File: config.mk
export PLATFORM = sky130hd
export DESIGN_NAME = stable_priority_queue
export DESIGN_NICKNAME = d
export VERILOG_FILES = /design/src/rtl/spq_pkg.sv /design/src/rtl/stable_priority_queue.sv
export SDC_FILE = /design/constraint.sdc
export NUM_CORES = 1
export LEC_CHECK = 0
export BUFFER_PORTS_ARGS = -buffer_cell sky130_fd_sc_hd__buf_2
export CAP_MARGIN = 10
export CORE_MARGIN = 8
export CORE_UTILIZATION = 56
export DETAILED_ROUTE_END_ITERATION = 16
export HOLD_SLACK_MARGIN = 0.08
export PLACE_DENSITY = 0.76
export SETUP_SLACK_MARGIN = 0.15
export SLEW_MARGIN = 20
export SYNTH_ARGS = -nofsm -noshare
export SYNTH_HDL_FRONTEND = slang
export SYNTH_SLANG_ARGS = --single-unit
File: constraint.sdc
create_clock -name clk -period 3.68 [get_ports clk]
set_input_delay 0.736 -clock clk [delete_from_list [all_inputs] [get_ports clk]]
set_output_delay 0.736 -clock clk [all_outputs]
set_load 0.01 [all_outputs]
File: src/rtl/spq_pkg.sv
// ----------------------------------------------------------------------------
// spq_pkg
// Shared types and constants for the stable priority queue: record layout,
// request kinds, result status codes and stream widths.
// ----------------------------------------------------------------------------
package spq_pkg;

    // default number of stored records
    localparam int DEPTH_DEFAULT = 16;

    // field widths
    localparam int PID_W   = 16;
    localparam int BURST_W = 16;
    localparam int PRIO_W  = 8;
    localparam int OCC_W   = 5;

    // stream widths
    localparam int S_TDATA_W = 40;
    localparam int S_TUSER_W = 1;
    localparam int M_TDATA_W = 48;
    localparam int M_TUSER_W = 2;

    // request kinds
    localparam logic KIND_ENQ = 1'b0;
    localparam logic KIND_DEQ = 1'b1;

    // result status codes
    typedef enum logic [1:0] {
        ST_ENQUEUED = 2'd0,
        ST_DEQUEUED = 2'd1,
        ST_EMPTY    = 2'd2,
        ST_FULL     = 2'd3
    } status_t;

    // one stored record
    typedef struct packed {
        logic [PID_W-1:0]   pid;
        logic [BURST_W-1:0] burst;
        logic [PRIO_W-1:0]  prio;
    } rec_t;

endpackage

File: src/rtl/stable_priority_queue.sv
// ----------------------------------------------------------------------------
// stable_priority_queue
// Bounded priority queue of process records kept in ascending priority order,
// equal priorities in arrival order. Records live in a circular memory with
// one read and one write port; inserts walk from the tail toward the head,
// moving entries.
// ----------------------------------------------------------------------------
//
// channel   dir  tdata (low bit up)                          tuser
// s_axis    in   process_id, burst_time, priority_req        kind
// m_axis    out  out_process_id, out_burst_time,             status
//                out_priority, occupancy, zero pad
//
// A dequeue reads the front record, then advances the head and passes the
// result on; an empty dequeue or a refused enqueue goes straight to the
// result. An enqueue into an empty queue writes slot zero at once; otherwise
// it walks the entry memory from the tail toward the head, one read and one
// write a cycle, moving up each stored record that sorts behind the new one.
// One request is worked at a time; s_axis_tready is low while busy and while
// a finished result waits for the output register to free up. Reset clears
// the count and the head pointer; memory contents need no clearing.
//
module stable_priority_queue #(
    parameter int DEPTH = spq_pkg::DEPTH_DEFAULT
) (
    input  logic                          clk,
    input  logic                          rst_n,
    input  logic                          s_axis_tvalid,
    output logic                          s_axis_tready,
    // process_id [15:0], burst_time [31:16], priority_req [39:32]
    input  logic [spq_pkg::S_TDATA_W-1:0] s_axis_tdata,
    // kind [0]
    input  logic [spq_pkg::S_TUSER_W-1:0] s_axis_tuser,
    output logic                          m_axis_tvalid,
    input  logic                          m_axis_tready,
    // out_process_id [15:0], out_burst_time [31:16], out_priority [39:32],
    // occupancy [44:40], zero [47:45]
    output logic [spq_pkg::M_TDATA_W-1:0] m_axis_tdata,
    // status [1:0]
    output logic [spq_pkg::M_TUSER_W-1:0] m_axis_tuser
);

    import spq_pkg::*;

    localparam int AW = $clog2(DEPTH);
    localparam int CW = $clog2(DEPTH + 1);

    typedef enum logic [2:0] {
        S_IDLE,
        S_ENQ_SCAN,
        S_ENQ_CMP,
        S_DEQ_WAIT,
        S_DONE
    } state_t;

    // logical slot to physical memory address
    function automatic logic [AW-1:0] phys(input logic [AW-1:0] head,
                                           input logic [AW-1:0] slot);
        logic [AW:0] sum;
        sum = {1'b0, head} + {1'b0, slot};
        if (sum >= (AW+1)'(DEPTH))
        begin
            sum = sum - (AW+1)'(DEPTH);
        end
        return sum[AW-1:0];
    endfunction

    // entry memory
    rec_t mem [DEPTH];
    rec_t rd_data;
    logic          mem_we;
    logic [AW-1:0] mem_wa;
    rec_t          mem_wd;
    logic          mem_re;
    logic [AW-1:0] mem_ra;

    state_t        state_reg, state_next;
    logic [AW-1:0] idx_reg, idx_next;
    logic [AW-1:0] head_reg, head_next;
    logic [CW-1:0] count_reg, count_next;
    rec_t          new_reg, new_next;
    status_t       res_status_reg, res_status_next;
    rec_t          res_rec_reg, res_rec_next;
    logic          out_valid_reg, out_valid_next;
    status_t       out_status_reg, out_status_next;
    rec_t          out_rec_reg, out_rec_next;
    logic [OCC_W-1:0] out_occ_reg, out_occ_next;
    logic [31:0]   count_ext;

    // memory write port
    always_ff @(posedge clk)
    begin
        if (mem_we)
        begin
            mem[mem_wa] <= mem_wd;
        end
    end

    // memory read port, registered data
    always_ff @(posedge clk)
    begin
        if (mem_re)
        begin
            rd_data <= mem[mem_ra];
        end
    end

    assign count_ext = 32'(count_reg);

    // sequencer next state
    always_comb
    begin
        state_next      = state_reg;
        idx_next        = idx_reg;
        head_next       = head_reg;
        count_next      = count_reg;
        new_next        = new_reg;
        res_status_next = res_status_reg;
        res_rec_next    = res_rec_reg;
        out_valid_next  = out_valid_reg;
        out_status_next = out_status_reg;
        out_rec_next    = out_rec_reg;
        out_occ_next    = out_occ_reg;
        mem_we          = 1'b0;
        mem_wa          = phys(head_reg, idx_reg);
        mem_wd          = new_reg;
        mem_re          = 1'b0;
        mem_ra          = head_reg;

        // result taken downstream
        if (out_valid_reg && m_axis_tready)
        begin
            out_valid_next = 1'b0;
        end

        unique case (state_reg)
            S_IDLE:
            begin
                if (s_axis_tvalid)
                begin
                    new_next.pid   = s_axis_tdata[15:0];
                    new_next.burst = s_axis_tdata[31:16];
                    new_next.prio  = s_axis_tdata[39:32];
                    res_rec_next   = '0;
                    if (s_axis_tuser[0] == KIND_ENQ)
                    begin
                        if (count_reg == CW'(DEPTH))
                        begin
                            res_status_next = ST_FULL;
                            state_next      = S_DONE;
                        end
                        else
                        begin
                            idx_next   = count_reg[AW-1:0];
                            state_next = S_ENQ_SCAN;
                        end
                    end
                    else
                    begin
                        if (count_reg == '0)
                        begin
                            res_status_next = ST_EMPTY;
                            state_next      = S_DONE;
                        end
                        else
                        begin
                            mem_re     = 1'b1;
                            mem_ra     = head_reg;
                            state_next = S_DEQ_WAIT;
                        end
                    end
                end
            end

            // slot zero takes the new record, else fetch the neighbor below
            S_ENQ_SCAN:
            begin
                if (idx_reg == '0)
                begin
                    mem_we          = 1'b1;
                    mem_wa          = phys(head_reg, idx_reg);
                    mem_wd          = new_reg;
                    count_next      = count_reg + CW'(1);
                    res_status_next = ST_ENQUEUED;
                    state_next      = S_DONE;
                end
                else
                begin
                    mem_re     = 1'b1;
                    mem_ra     = phys(head_reg, idx_reg - AW'(1));
                    state_next = S_ENQ_CMP;
                end
            end

            // move a later-served neighbor up, or drop the new record in
            S_ENQ_CMP:
            begin
                mem_we = 1'b1;
                mem_wa = phys(head_reg, idx_reg);
                if (rd_data.prio > new_reg.prio)
                begin
                    mem_wd   = rd_data;
                    idx_next = idx_reg - AW'(1);
                    if (idx_reg == AW'(1))
                    begin
                        state_next = S_ENQ_SCAN;
                    end
                    else
                    begin
                        mem_re = 1'b1;
                        mem_ra = phys(head_reg, idx_reg - AW'(1) - AW'(1));
                    end
                end
                else
                begin
                    mem_wd          = new_reg;
                    count_next      = count_reg + CW'(1);
                    res_status_next = ST_ENQUEUED;
                    state_next      = S_DONE;
                end
            end

            // front record arrives, advance head
            S_DEQ_WAIT:
            begin
                res_rec_next    = rd_data;
                res_status_next = ST_DEQUEUED;
                head_next       = phys(head_reg, AW'(1));
                count_next      = count_reg - CW'(1);
                state_next      = S_DONE;
            end

            // hand the result to the output register
            S_DONE:
            begin
                if (!out_valid_reg || m_axis_tready)
                begin
                    out_valid_next  = 1'b1;
                    out_status_next = res_status_reg;
                    out_rec_next    = res_rec_reg;
                    out_occ_next    = count_ext[OCC_W-1:0];
                    state_next      = S_IDLE;
                end
            end

            default:
            begin
                state_next = S_IDLE;
            end
        endcase
    end

    // state and registered outputs
    always_ff @(posedge clk or negedge rst_n)
    begin
        if (!rst_n)
        begin
            state_reg      <= S_IDLE;
            idx_reg        <= '0;
            head_reg       <= '0;
            count_reg      <= '0;
            new_reg        <= '0;
            res_status_reg <= ST_ENQUEUED;
            res_rec_reg    <= '0;
            out_valid_reg  <= 1'b0;
            out_status_reg <= ST_ENQUEUED;
            out_rec_reg    <= '0;
            out_occ_reg    <= '0;
        end
        else
        begin
            state_reg      <= state_next;
            idx_reg        <= idx_next;
            head_reg       <= head_next;
            count_reg      <= count_next;
            new_reg        <= new_next;
            res_status_reg <= res_status_next;
            res_rec_reg    <= res_rec_next;
            out_valid_reg  <= out_valid_next;
            out_status_reg <= out_status_next;
            out_rec_reg    <= out_rec_next;
            out_occ_reg    <= out_occ_next;
        end
    end

    // port drive
    assign s_axis_tready = (state_reg == S_IDLE);
    assign m_axis_tvalid = out_valid_reg;
    assign m_axis_tuser  = out_status_reg;
    assign m_axis_tdata  = {3'b000, out_occ_reg, out_rec_reg.prio,
                            out_rec_reg.burst, out_rec_reg.pid};

endmodule
Word-level counts from Yosys, hierarchy flattened
Memories as Yosys holds them, arrays and structs flattened. A register that Yosys moved wholly into a read port is not among the register bits.
Index checks and enable logic that the tools add are counted.

cells by class
  $add $sub $neg = 12
  order comparisons = 5
  reductions and logical operators = 17
  equal/unequal tests = 16
  multiplexer cells = 50

operators with widths
  kind                                                                count
  40-bit two-way mux                                                  3
  40-bit one-hot mux with 2 select lines                              1
  4-bit two-way mux                                                   11
  3-bit two-way mux                                                   8
  4-bit by 1-bit subtractor with 4-bit output, second input constant  6
  5-bit greater-or-equal comparator, second input constant            4
  4-bit one-hot mux with 2 select lines                               2
  4-bit by 4-bit adder with 5-bit output                              3
  3-bit one-hot mux with 5 select lines                               1
  5-bit one-hot mux with 3 select lines                               1
  2-bit inequality test, second input constant                        7
  1-bit two-way mux                                                   12
  2-bit two-way mux                                                   6
  5-bit two-way mux                                                   2
  8-bit > comparator                                                  1
  2-bit one-hot mux with 4 select lines                               1
  3-bit by 2-bit == test with 1-bit output, second input constant     2
  2-bit AND reduction                                                 3
  3-bit AND reduction                                                 2
  6-bit AND reduction                                                 1
  4-bit by 1-bit adder with 5-bit output, second input constant       1
  5-bit by 1-bit adder with 5-bit output, second input constant       1
  5-bit == test, second input constant                                1
  5-bit logical NOT                                                   1
  18 further kinds                                                    19

storage, ports and cells
  output and inout bits = 52
  register bits = 146
  bits in writable memories = 640
  memories = 1

memory list
  memory  words  bits a word  read ports  clocked after Yosys merged registers in  wr ports  RTL line                     source
  mem     16     40           1           1                                        1         stable_priority_queue.sv:69  rec_t mem [DEPTH];

Logic depth before layout (Yosys ltp)
Gate-level depths: netlist (run 1).

  depth after elaboration = 8
  gate-level depth with buffers = 14

Worst setup path before layout (run 1)
OpenSTA, ideal clock, no wires.

  path kind = flip-flop to flip-flop
  from = register idx_reg[1]
  to = memory mem[7][0] (netlist bit) (enable)
  data required time = 3.243 ns
  arrival = 3.536 ns
  slack = -0.293 ns
  cell stages (with the launch flop) = 9
  buffers on the path = 1
  library setup time = 0.437 ns
  cells stage by stage = dfrtp_1 -> inv_1 -> ha_1 -> or3b_1 -> clkbuf_1 -> nor2_1 -> nor2_1 -> or3_1 -> nor2_1

on the way
  longest elaborated chain between the ends = 5

ends and longest elaborated chain
  item                                                                            RTL line                      source
  from (decl)                                                                     stable_priority_queue.sv:78   logic [AW-1:0] idx_reg, idx_next;
  from (signal assigned)                                                          stable_priority_queue.sv:273  idx_reg <= idx_next;
  branches (longest 5 deep; another with 4-bit by 4-bit adder with 5-bit output)  -
  to (decl)                                                                       stable_priority_queue.sv:69

Several ways; the timed one is not identified.

Worst setup path after layout (run 1)
  from = register, netlist name rd_data[0]
  to = register, netlist name rd_data[19]

on the way
  longest elaborated chain between the ends = 3

ends and longest elaborated chain
  item                                                                                            RTL line                      source
  8-bit > comparator (*)                                                                          stable_priority_queue.sv:200  if (rd_data.prio > new_reg.prio)
  1-bit two-way mux or 4-bit two-way mux (tied branches)                                          stable_priority_queue.sv:200
  1-bit one-hot mux with 3 select lines or 4-bit one-hot mux with 2 select lines (tied branches)  stable_priority_queue.sv:136  unique case (state_reg)

Every way passes the cells marked *; elsewhere a longest branch is shown, timed or not.
A chain may end at the register's enable or synchronous reset.

==> results of run 1 <==
how the worst max path moves through the flow:
stage | start | to | slack (ns) | depth (start not counted)
2_1_floorplan | idx_reg[1] | mem[7][0] | -0.29 | 8
3_3_place_gp | rd_data[6] | rd_data[33] | 0.14 | 11
3_5_place_dp | rd_data[7] | rd_data[32] | 0.07 | 11
4_1_cts | rd_data[7] | rd_data[19] | 0.12 | 12
5_1_grt | rd_data[7] | rd_data[19] | 0.08 | 13
6_report | rd_data[0] | rd_data[19] | 0.15 | 13
synthesized netlist by cell type, types with 2 or more instances:
cell / n / share of area
a211oi_1: 4 / 0.00084
a2111oi_0: 39 / 0.0095
nand2b_1: 4 / 0.00070
ha_1: 23 / 0.0080
a22oi_1: 78 / 0.016
or3b_1: 2 / 0.00049
o21ai_0: 175 / 0.024
nand2_1: 228 / 0.024
nor2_1: 31 / 0.0032
o21a_1: 4 / 0.00084
inv_1: 139 / 0.015
nor3_1: 8 / 0.0011
o21bai_1: 2 / 0.00042
nor4_1: 42 / 0.0073
edfxtp_1: 680 / 0.57
mux2i_1: 3 / 0.00084
o31ai_1: 78 / 0.016
xnor2_1: 15 / 0.0037
a21boi_1: 2 / 0.00042
o311ai_1: 38 / 0.0093
nor3b_1: 3 / 0.00063
xor2_1: 6 / 0.0015
o211ai_2: 2 / 0.00070
mux2_2: 120 / 0.038
and2_1: 3 / 0.00052
and3_1: 159 / 0.028
dfrtp_1: 146 / 0.10
fa_1: 4 / 0.0022
and4_1: 39 / 0.0095
a21oi_1: 17 / 0.0024
a21o_1: 7 / 0.0015
a31oi_1: 42 / 0.0073
clkbuf_1: 175 / 0.018
nand4_1: 42 / 0.0073
o211ai_1: 121 / 0.025
buf_1: 27 / 0.0028
o21ai_1: 2 / 0.00028
nand3_1: 48 / 0.0067
buf_4: 5 / 0.0010
or3_1: 5 / 0.00087
a32oi_1: 79 / 0.019
buf_2: 40 / 0.0056
nand3_2: 2 / 0.00056
timing repair:
action	in CTS	in global routing
endpoints found under the setup margin	7	38
pin swaps	0	5
cloned	0	3
hold buffers	0	0
buffers inserted	0	5
resized for setup	3	27
endpoints found under the hold margin	0	0
worst max-delay path, stage by stage (launching register included):
cell	delay [ns]
edfxtp_1	0.42
inv_1	0.21
ha_1	0.27
nand4_1	0.14
o211ai_2	0.14
a31oi_4	0.24
buf_12	0.25
a31oi_4	0.16
buf_12	0.24
a2111oi_1	0.46
buf_4	0.18
a32oi_1	0.09
a32oi_1	0.30
o311ai_1	0.14
per-stage QoR:
step	TNS, ns	util	hold slack [ns]
2_1_floorplan	-181.82	-	0.440
3_5_place_dp	0	0.596	0.479
4_1_cts	0	0.636	0.114
3_3_place_gp	0	0.596	0.457
6_report	0	0.639	0.102
5_1_grt	0	0.639	0.146
cell type report:
cell class,instances,area [um^2],area share
flip-flops and latches,826,24100,0.590
multi-input cells,1507,10700,0.262
clock buffers,114,2310,0.0565
repair buffers,218,1940,0.0475
well taps,855,1070,0.0262
inverters,140,526,0.0129
clock inverters,34,209,0.00512
diodes,1,2.50,0.0000613
per-layer routing:
layer  vias up  track usage  routed length (um)
met2      1846        0.430               47900
met5         -            0                   0
li1      10700            -                   -
met3       354       0.0710               13600
met4         0        0.132                4780
met1     12600        0.355               36800
cell families (layout without fill, tap and decap cells):
kind of cell             count (synthesis)  in the layout
buffers and inverters                  387            506
XOR/XNOR                                22             22
other                                    1              4
AO/OA/AOI/OAI                          705            705
multiplexers                           123            123
AND/OR/NAND/NOR                        626            627
flip-flops                             826            826
adder cells (fa/ha/maj)                 27             27
==> results.py, run 1 <==
metrics = {
    "detailed_routing": {
        "num_vias": 25500,
        "wl_mm": 103,
        "ant_nets": 0,
        "via_per_inst": 6.91,
        "drt_iter0_drc": 3387,
        "drtPass1Iterations": 6,
        "wl_per_cell_um": 27.9,
        "drc": 0,
    },
    "cts": {
        "cts.htree.levels": 3,
        "cts_buffers": 81,
        "clk_pin_slew_ns": 0.06,
        "cts_root_buf": "clkbuf_16",
        "cts_tree": "built",
        "clk_latency_ns": 0.63,
        "cts.sinks": 826,
        "clk_path_buf_depth": 3,
    },
    "yosys": {
        "yosys.cell_types.count": 71,
        "synth_ff_type": "edfxtp_1",
        "yosys.area_share.adder": 0.0102,
        "async_reset_ff_frac": 0.177,
        "synth.avg_cell_area_um2": 13.2,
        "synth_xor_xnor_area_share": 0.00578,
        "synth_mux_area_frac": 0.0385,
        "synth_edf_count": 680,
        "ys_seq_elements": 826,
        "synth-simple-area-share": 0.0931,
        "synth_compound_area_frac": 0.140,
        "syn_inst": 2717,
        "ys.warnings.count": 0,
        "ys_seq_area_frac": 0.670,
        "syn-cell-area_um2": 35900,
        "synth_top_family_by_area": "compound AO/OA/AOI/OAI gates",
    },
    "finish": {
        "fin_area_um2": 40800,
        "fin_nets": 2846,
        "drive_gt1_frac": 0.182,
        "mostFrequentLayoutCell": "edfxtp_1",
        "instances_no_fill": 3695,
        "layout_common_cells": "680 x edfxtp_1, 227 x nand2_1, 175 x o21ai_0",
        "fill_cells": 4417,
        "area_growth_pct": 13.7,
        "regMostFlops": "mem",
        "largest_register_ffs": 640,
    },
    "critical_path": {
        "arrival_ns": 3.89,
        "worst_setup_path_start_kind": "flop",
        "worstReg2RegEnd": "rd_data[19]",
        "critPathKind": "reg2reg",
        "endpoint_kind": "flop",
        "cp_max_fo": 35,
        "r2r-start": "rd_data[0]",
        "r2r_slack_ns": 0.15,
        "required_ns": 4.03,
        "worstRegToRegCells": 13,
    },
    "global_routing": {
        "grt_usage": 0.274,
        "grt_pass1_wl_mm": 155,
        "grt_pass1_vias": 25700,
        "grt_start_max_net_pins": 119,
        "antenna_found_initial": 0,
        "overflow": 0,
    },
    "timing": {
        "rsz0062_at_grt": "yes",
        "hold_violations": 0,
        "fin_crit_ns": 3.53,
        "fin_crit_sh": 0.960,
        "setup_violations": 0,
        "tightest_slew_ns": 0.826,
        "fmax_mhz": 283,
        "slew_violations": 0,
        "worst_slack_ns": 0.146,
        "finClkSkew_ns": 0.0242,
        "slew_headroom": 0.449,
    },
    "floorplan": {
        "io_pins": 97,
        "initial_utilization": 0.562,
        "fp.dieArea_um2": 72500,
        "rows": 93,
        "core_area_um2": 63900,
        "die_h_um": 269,
        "die_x_um": 269,
    },
    "place": {
        "pre_cts_ws_ns": 0.0732,
        "dp.cells": 3538,
        "io_buffer_count": 93,
        "place_congestion": 0.878,
        "hpwl_mm": 56.6,
        "place_area_um2": 38100,
    },
    "status": {
        "status": "completed",
    },
    "hold_path": {
        "min_path_type": "in2async",
    },
    "job": {
        "maxCapViolCount": 0,
    },
}
Power of run 1 is not shown: default switching activity piles up to over one toggle a cycle in this logic, so the estimate is an artifact.
==> run 2: changes to the inputs <==
ABC_AREA = 1   (was not set)
==> run 2 against run 1 <==
  * Sequential share of layout area grew 3.1 points
  * First-iteration DRC count fell by 17%
  * Worst hold slack better by 0.053 ns
  * Clock skew shrank 0.0029 ns
  * Cell count increased by 6.8%
  * Die area decreased by 4.0%
  * Worst setup slack better by 0.25 ns
  * Non-clock buffer count decreased by 21
  * Critical path depth is 1 higher
  * Design area decreased by 5.1%
==> results.py, run 2 <==
metrics = {
    "timing": {
        "rsz0062_at_grt": "no",
        "tightest_slew_ns": 1.00,
        "hold_violations": 0,
        "finalSetupTns_ns": 0,
        "finalHoldWorstSlack_ns": 0.154,
        "fin_crit_sh": 0.891,
        "fin_crit_ns": 3.28,
        "finClkSkew_ns": 0.0213,
        "slew_violations": 0,
        "fmax_mhz": 305,
        "setup_violations": 0,
        "worst_slack_ns": 0.401,
        "slew_headroom": 0.328,
    },
    "pwr": {
        "ir_worst_vdd_mv": 0.938,
        "total_leakage_power_nw": 15.2,
        "p_total_mw": 39.8,
        "power_density_nw_per_um2": 1030,
    },
    "floorplan": {
        "io_pins": 97,
        "initial_utilization": 0.562,
        "die_x_um": 264,
        "fp.dieArea_um2": 69600,
        "rows": 91,
        "core_area_um2": 61100,
        "die_h_um": 264,
    },
    "yosys": {
        "synth.avg_cell_area_um2": 11.4,
        "synthTopCellsByCount": "813 x nand3_1, 763 x nand2_1, 680 x edfxtp_1, 146 x dfrtp_1, 130 x buf_2",
        "synth_ff_type": "edfxtp_1",
        "synthTopCellsByArea": "edfxtp_1 59%, nand3_1 12%, dfrtp_1 11%",
        "ys_seq_area_frac": 0.700,
        "syn-cell-area_um2": 34400,
        "ys_seq_elements": 826,
        "yosys.cell_types.count": 41,
        "synthMostInstantiatedCell": "nand3_1",
        "syn_inst": 3012,
        "ys.warnings.count": 0,
        "synth_edf_count": 680,
        "yosysTopAreaCellShare": 0.594,
        "synth.largest_area_cell": "edfxtp_1",
        "async_reset_ff_frac": 0.177,
    },
    "finish": {
        "largest_register_ffs": 640,
        "layout_common_cells": "813 x nand3_1, 761 x nand2_1, 680 x edfxtp_1",
        "fin_nets": 3163,
        "regMostFlops": "mem",
        "mostFrequentLayoutCell": "nand3_1",
        "drive_gt1_frac": 0.115,
        "diodes": 0,
        "area_growth_pct": 12.8,
        "instances_no_fill": 3946,
    },
    "cts": {
        "cts_root_buf": "clkbuf_16",
        "clk_latency_ns": 0.62,
        "cts_buffers": 80,
        "cts.htree.levels": 3,
        "clk_path_buf_depth": 3,
        "cts.sinks": 826,
        "hold_buffers": 0,
        "postCtsSetupBuffers": 0,
        "clk_pin_slew_ns": 0.06,
        "cts_tree": "built",
    },
    "critical_path": {
        "r2r_slack_ns": 0.40,
        "worst_setup_path_start_kind": "flop",
        "critPathKind": "reg2reg",
        "required_ns": 4.16,
        "cp_max_fo": 44,
        "arrival_ns": 3.75,
        "endpoint_kind": "flop",
    },
    "hold_path": {
        "min_path_type": "in2async",
    },
    "global_routing": {
        "overflow": 0,
        "grt_start_max_net_pins": 172,
        "grt_pass1_wl_mm": 136,
        "grt_usage": 0.249,
        "antenna_found_initial": 1,
        "grt_pass1_vias": 23700,
    },
    "detailed_routing": {
        "ant_nets": 0,
        "drt_iter0_drc": 2819,
        "wl_per_cell_um": 22.5,
        "drc": 0,
        "wl_mm": 88.9,
        "drtPass1Iterations": 5,
        "num_vias": 24100,
        "via_per_inst": 6.12,
    },
    "job": {
        "maxCapViolCount": 0,
    },
    "place": {
        "dp.cells": 3798,
        "hpwl_mm": 47.0,
        "pre_cts_ws_ns": 0.363,
        "place_congestion": 0.848,
        "io_buffer_count": 93,
    },
    "status": {
        "status": "completed",
    },
}
## run 2: cell types whose count changed in the layout (fill, tap and decap cells not counted), moves of 40 or more
| cell | change |
|---|---|
| o21ai_0 | -79 |
| nand2_1 | +534 |
| and3_1 | -158 |
| o22ai_1 | +40 |
| a22oi_1 | -78 |
| o31ai_1 | -78 |
| o211ai_1 | -117 |
| a31oi_1 | -41 |
| a32oi_1 | -76 |
| mux2_2 | -118 |
| nand3_1 | +769 |
## run 2: logic make-up (layout without fill, tap and decap cells)
| logic type | count (synthesis) | count (layout) | share of synthesized area |
|---|---|---|---|
| buffers and inverters | 332 | 474 | 0.0444 |
| other | 1 | 3 | 0.000109 |
| flip-flops | 826 | 826 | 0.700 |
| AO/OA/AOI/OAI | 175 | 175 | 0.0280 |
| XOR/XNOR | 19 | 19 | 0.00528 |
| multiplexers | 2 | 2 | 0.000655 |
| adder cells (fa/ha/maj) | 27 | 27 | 0.0107 |
| AND/OR/NAND/NOR | 1630 | 1630 | 0.210 |
## run 2: power by group
part | leakage [nW] | switching, mW | internal, mW
combinational | 5.81 | 12.4 | 5.26
clock | 1.27 | 3.41 | 4.73
sequential | 8.11 | 0.671 | 13.3
total | 15.2 | 16.5 | 23.3
## run 2: routing by layer
| metal | part of all wire | track usage | routed length [um] |
|---|---|---|---|
| met2 | 0.48 | 0.408 | 42400 |
| met3 | 0.12 | 0.0565 | 10400 |
| met1 | 0.38 | 0.331 | 33500 |
| met5 | 0 | 0 | 0 |
| met4 | 0.030 | 0.0800 | 2630 |
## run 2: critical path, stage by stage (launching register included)
cell      delay [ns]
dfrtp_1         0.44
inv_1           0.22
ha_1            0.27
xor2_2          0.25
xnor2_1         0.16
inv_1           0.06
ha_1            0.30
xor2_1          0.26
o211ai_4        0.14
inv_2           0.08
buf_4           0.53
nand3_1         0.17
nand2_1         0.11
nand2_1         0.05
nand2_1         0.06
## run 2: stage by stage
stage | cell area (um^2) | utilization
final | 38800 | 0.634
after global routing | 38800 | 0.634
after CTS | 38700 | 0.633
after detailed placement | 36100 | 0.591
after global placement | 36100 | 0.591
after floorplan | 34400 | -
## run 2: final timing paths
check                                start              end  depth (start not counted)
min in group clk           s_axis_tdata[6]      new_reg[30]                          3
max in group asynchronous            rst_n       new_reg[8]                          2
hold reg to reg                new_reg[38]      new_reg[38]                          2
setup / recovery                idx_reg[1]       rd_data[9]                         14
setup reg to reg                idx_reg[1]       rd_data[9]                         14
hold / removal                       rst_n  m_axis_tuser[1]                          1
## run 2: cell type report
type	instances	area [um^2]
clock buffers	113	2230
clock inverters	34	365
fillers	4414	22400
inverters	130	495
multi-input cells	1856	8980
flip-flops and latches	826	24100
well taps	790	988
repair buffers	197	1620
## run 2: what timing repair did
action / 4_1_cts / 5_1_grt
gates resized for setup: 0 / 2
endpoints found under the hold margin: 0 / 0
setup endpoints to repair: 0 / 40
(Power assumes the default switching activity.)
